--- src/sspt_pkg.sv ---
// ---------------------------------------------------------------------------
// sspt_pkg: shared types and constants
// Widths, mode codes and controller interface types for the snap table.
// ---------------------------------------------------------------------------
package sspt_pkg;
	localparam int TABLE_ENTRIES = 64;
	localparam int COUNT_BITS    = 16;
	localparam int POS_BITS      = 31;
	localparam int IDX_BITS      = $clog2(TABLE_ENTRIES);
	localparam int OCC_BITS      = $clog2(TABLE_ENTRIES + 1);
	localparam logic [COUNT_BITS-1:0] COUNT_MAX = '1;

	localparam logic [2:0] MODE_ADD      = 3'd0;
	localparam logic [2:0] MODE_REMOVE   = 3'd1;
	localparam logic [2:0] MODE_CLOSEST  = 3'd2;
	localparam logic [2:0] MODE_NEXT     = 3'd3;
	localparam logic [2:0] MODE_PREVIOUS = 3'd4;

	typedef enum logic [1:0] {ST_IDLE, ST_SEARCH, ST_OUTPUT} state_t;

	typedef struct packed {
		logic capture;   // latch the incoming word
		logic execute;   // compute result and update the cells
	} ctrl_cmd_t;
endpackage

--- src/sspt_ctrl.sv ---
// ---------------------------------------------------------------------------
// sspt_ctrl: sequencing controller
// Steps each word through compare, execute and output hand-off.
// ---------------------------------------------------------------------------
module sspt_ctrl (
	input  logic                clk,
	input  logic                arst_n,
	input  logic                s_tvalid,
	output logic                s_tready,
	output logic                m_tvalid,
	input  logic                m_tready,
	output sspt_pkg::ctrl_cmd_t cmd
);
	import sspt_pkg::*;

	state_t state_q, state_d;

	always_comb begin
		state_d = state_q;
		case (state_q)
			ST_IDLE:   if (s_tvalid) state_d = ST_SEARCH;
			ST_SEARCH: state_d = ST_OUTPUT;
			ST_OUTPUT: if (m_tready) state_d = s_tvalid ? ST_SEARCH : ST_IDLE;
			default:   state_d = ST_IDLE;
		endcase
	end

	always_comb begin
		s_tready = 1'b0;
		m_tvalid = 1'b0;
		cmd = '0;
		case (state_q)
			ST_IDLE: begin
				s_tready = 1'b1;
				cmd.capture = s_tvalid;
			end
			ST_SEARCH: cmd.execute = 1'b1;
			ST_OUTPUT: begin
				m_tvalid = 1'b1;
				s_tready = m_tready;
				cmd.capture = m_tready && s_tvalid;
			end
			default: ;
		endcase
	end

	always_ff @(posedge clk or negedge arst_n) begin
		if (!arst_n) state_q <= ST_IDLE;
		else state_q <= state_d;
	end

	property p_exec;
		@(posedge clk) disable iff (!arst_n) cmd.execute |=> m_tvalid;
	endproperty
	a_exec: assert property (p_exec) else $error("result not presented");
	property p_hold;
		@(posedge clk) disable iff (!arst_n) m_tvalid && !m_tready |=> m_tvalid;
	endproperty
	a_hold: assert property (p_hold) else $error("result dropped");
	property p_cap;
		@(posedge clk) disable iff (!arst_n) cmd.capture |=> cmd.execute;
	endproperty
	a_cap: assert property (p_cap) else $error("captured word not executed");
endmodule

--- config.mk ---
export PLATFORM = sky130hd
export DESIGN_NAME = sspt_ctrl
export DESIGN_NICKNAME = d
export VERILOG_FILES = /design/src/sspt_pkg.sv /design/src/sspt_ctrl.sv
export SDC_FILE = /design/constraint.sdc
export NUM_CORES = 1
export LEC_CHECK = 0
export ABC_AREA = 1
export ABC_CLOCK_PERIOD_IN_PS = 1000
export BUFFER_PORTS_ARGS = -buffer_cell sky130_fd_sc_hd__buf_4
export CORE_AREA = 2 2 39 41
export CTS_CLUSTER_DIAMETER = 100
export DETAILED_ROUTE_END_ITERATION = 8
export DIE_AREA = 0 0 41 43
export PLACE_DENSITY = 0.31
export SYNTH_ARGS = -nofsm -noshare
export SYNTH_HDL_FRONTEND = slang
export SYNTH_SLANG_ARGS = --single-unit
export TNS_END_PERCENT = 100
--- constraint.sdc ---
create_clock -name clk -period 1 [get_ports clk]
set_input_delay 0.15 -clock clk [delete_from_list [all_inputs] [get_ports clk]]
set_output_delay 0.15 -clock clk [all_outputs]
set_load 0.01 [all_outputs]
* Word level (Yosys, flattened, before mapping)
Index checks and enable logic that the tools add are counted.
Widths: inputs -> output; s select.
** Word-level totals
- Flip-flop bits (word level) :: 2
- Output and inout bits :: 4
** Operators by class
- Eq/ne operators :: 4
- Reductions and logical operators :: 3
- Multiplexer cells :: 8
** Operator list (number)
- $pmux 2 s3 :: 1
- $mux 2 :: 2
- $ne 2x2->1 const B :: 2
- $pmux 1 s2 :: 2
- $mux 1 :: 3
- $eq 2x1->1 const B :: 1
- $eq 2x2->1 const B :: 1
- $logic_not 2->1 :: 1
- $reduce_and 2->1 :: 1
- $logic_and 1x1->1 :: 1

* Depth between registers and ports, before layout
- Depth in word-level cells :: 3
- Depth in mapped cells :: 4

* Worst setup path after synthesis
Ideal clock, no wire load.
- Path type :: reg-to-output
- From :: register state_q[1]
- To :: output port cmd[1] (netlist name)
- Buffers on the path :: 0
- Setup slack :: 0.161 ns
- Arrival time :: 0.689 ns
- Cell stages (with the launch flop) :: 4
- Cells stage by stage :: dfrtp_1 nand2_1 nand2_1 nor2_1
** RTL lines
- start: declaration :: line sspt_ctrl.sv:16 : state_t state_q, state_d;
- start signal: assignment :: line sspt_ctrl.sv:49 : else state_q <= state_d;
- end: declaration :: line sspt_ctrl.sv:12 : output sspt_pkg::ctrl_cmd_t cmd

* Worst setup path after layout
- From :: register state_q[1]
- To :: output port m_tvalid
** Between the ends
- Cells in the longest elaborated chain, start to end :: 2
** RTL lines
- $eq 2x2->1 :: line sspt_ctrl.sv:32 : case (state_q)
- $mux 1 :: line sspt_ctrl.sv:32
- end: declaration :: line sspt_ctrl.sv:10 : output logic m_tvalid,
Every way passes these cells.

==> results.py <==
metrics = {
    "sta": {
        "setup_ws_ns": -0.1334,
        "maxSlewViolCount": 0,
        "finalHoldViolations": 0,
        "skew_ns": 0.002330,
        "worst_pin_slew_ns": 0.1352,
        "rsz0062_at_grt": "true",
        "post-route-period-util_pct": 113.3,
        "fmax_mhz": 882.3,
        "period_needed_ns": 1.133,
        "setup_viol": 4,
        "slew_headroom_pct": 90.99,
    },
    "die": {
        "start_util_pct": 8.318,
        "die_h_um": 43,
        "rows": 14,
        "dieArea_um2": 1763,
        "die_x_um": 41,
        "core_area_um2": 1384,
        "io_pins": 8,
    },
    "layout": {
        "layout_common_cells": "8 x buf_4, 4 x inv_1, 3 x nand2_1, 3 x clkbuf_4",
        "antennaDiodeCount": 0,
        "area_growth_pct": 100.0,
        "fin_nets": 34,
        "final_common_cell": "buf_4",
        "final_core_util_pct": 16.64,
        "largestRegisters": "state_q x2",
        "final_cell_count_no_fill": 44,
        "largest_register_ffs": 2,
        "drive_gt1_share_pct": 60.71,
        "top_register": "state_q",
    },
    "power": {
        "power_switching_mw": 0.1318,
        "seqPwrFrac_pct": 25.4,
        "clockPowerShare_pct": 40.5,
        "vdd_drop_max_v": 0.0003998,
        "intPower_mw": 0.3053,
        "p_sw_share_pct": 30.15,
        "power.density_nw_per_um2": 1899,
        "p_leak_nw": 0.1277,
        "p_comb_share_pct": 34.1,
    },
    "grt": {
        "grt_max_degree": 4,
        "use_met3_pct": 3.141,
        "overflow": 0,
        "use_met1_pct": 4.823,
        "grt_use_total_pct": 5.020,
        "grt_pass1_vias": 144,
        "grt_pass1_wl_um": 489,
        "grt_use_met2_pct": 5.313,
        "top_usage_layer": "met4",
        "antenna_found_initial": 0,
    },
    "logic_synthesis": {
        "syn_inst": 17,
        "synth_seq_cells": 2,
        "synth_warnings": 0,
        "yosysSeqAreaShare_pct": 43.48,
        "synth.distinct_cells": 7,
        "syn_nets": 21,
        "netlist_area_um2": 115.1,
        "avgSynthCellArea_um2": 6.771,
    },
    "route": {
        "routedWlPerCell_um": 6.750,
        "drtIter0Drc": 1,
        "routed_wirelength_um": 297,
        "ant_nets": 0,
        "drc": 0,
        "num_vias": 131,
        "vias_per_cell": 2.977,
        "drtPass1Iterations": 2,
    },
    "critical_path": {
        "path_common_cell": "buf_4",
        "reg2reg_depth": 5,
        "worstSetupEndpointType": "primary output",
        "cpPeakStageDelay_ns": 0.39,
        "cp_cell_sequence": "buf_4, inv_2, nor2_4, buf_4",
        "cp.arrival_ns": 0.98,
        "regToRegStartpoint": "state_q[1]$_DFFE_PN0P_",
        "crit_type": "flip-flop to primary output",
        "crit_slowest_cell": "dfrtp_1",
        "reg2reg_slack_ns": 0.17,
        "cp_max_fo": 3,
        "start_kind": "flip-flop",
        "worstReg2RegEnd": "state_q[1]$_DFFE_PN0P_",
        "worst_ep_required_time_ns": 0.85,
    },
    "worst_hold_path": {
        "min-delay-start": "m_tready",
        "hold_class": "input pin to flip-flop",
        "whs_path_depth": 4,
        "hold-path-endpoint": "state_q[1]$_DFFE_PN0P_",
    },
    "clocking": {
        "cts.reportedPaths.clkPinSlew_ns": 0.03,
        "clock_sinks": 2,
        "numCtsBuffers": 3,
        "h-tree-depth": 1,
        "cts_root_buf": "clkbuf_4",
        "insertion_delay_ns": 0.22,
        "cts_tree": "done",
        "cts_buffer_depth": 2,
    },
    "placed_design": {
        "numPortBuffers": 7,
        "dpl.hpwl_um": 208.7,
        "gp_congestion": 0.5297,
        "place_inst": 39,
    },
    "job": {
        "drv_cap": 0,
    },
    "run_status": {
        "violations": "setup timing",
        "status": "complete, but fails checks",
    },
}
-- kinds of logic (layout without fill, tap and decap cells) --
family        after synthesis  in the layout  share of synthesized area, %
buf+inv                     7             18                         26.09
flops                       2              2                         43.48
simple gates                8              8                         30.43
-- worst max path at each step --
stage	cells past startpoint	startpoint	to	slack (ns)
global placement	4	state_q[1]$_DFFE_PN0P_	cmd[1]	0.1
finish	4	state_q[1]$_DFFE_PN0P_	m_tvalid	-0.13
CTS	4	state_q[1]$_DFFE_PN0P_	m_tvalid	-0.12
floorplan	3	state_q[1]$_DFFE_PN0P_	cmd[1]	0.16
detailed placement	4	state_q[1]$_DFFE_PN0P_	cmd[1]	0.08
global route	4	state_q[1]$_DFFE_PN0P_	cmd[1]	-0.20
-- Yosys cell counts --
cell type	count	area, um2
inv_2	1	3.750
buf_4	1	7.510
nor2_1	2	7.510
dfrtp_1	2	50.05
nor2_2	2	12.51
nand2_1	4	15.01
inv_1	5	18.77
-- worst max-delay path: cells and delay by family (launching register included) --
family	cells	cell delay [ns]
and+or+nand+nor	1	0.03
DFF	1	0.39
buffers and inverters	3	0.35
-- layer usage --
metal	up-vias	wire length [um]	part of all wire [%]
met5	-	0	0
met1	54	128	43
met2	8	110	37
li1	67	-	-
met3	2	51	17
met4	0	6	2.0
-- repair_timing --
| item | in CTS | in global routing |
|---|---|---|
| hold buffers | 1 | 0 |
| gates resized for setup | 2 | 2 |
| pin swaps | 1 | 0 |
| setup buffers | 1 | 0 |
| gates cloned | 0 | 0 |
| endpoints found under the setup margin | 4 | 4 |
| endpoints found under the hold margin | 2 | 0 |
-- power by group through the flow --
stage | registers [mW] | clock network (mW) | logic (mW)
6_report | 0.111 | 0.177 | 0.149
3_5_place_dp | 0.110 | 0 | 0.120
5_1_grt | 0.113 | 0.188 | 0.167
3_3_place_gp | 0.109 | 0 | 0.117
2_1_floorplan | 0.108 | 0 | 0.0694
4_1_cts | 0.108 | 0.186 | 0.143
-- metrics by stage --
step	worst slack, ns	area [um2]	total power, mW	hold slack, ns	TNS [ns]
3_5_place_dp	0.08436	180.2	0.2306	-0.06418	0
2_1_floorplan	0.1612	115.1	0.1779	-0.1456	0
5_1_grt	-0.1991	230.2	0.4680	0.2055	-0.6243
6_report	-0.1334	230.2	0.4371	0.1799	-0.3725
3_3_place_gp	0.09537	180.2	0.2263	-0.06610	0
4_1_cts	-0.1241	222.7	0.4375	0.1745	-0.3469
-- final cells by class --
| cell class | instances | area, um2 |
|---|---|---|
| inverter | 6 | 22.52 |
| tap | 16 | 20.02 |
| multi-input combinational | 8 | 45.04 |
| timing repair buffer | 9 | 70.07 |
| sequential | 2 | 50.05 |
| fill | 156 | 1154 |
| clock buffer | 3 | 22.52 |
Note: power is estimated with default switching activity, not from simulation.
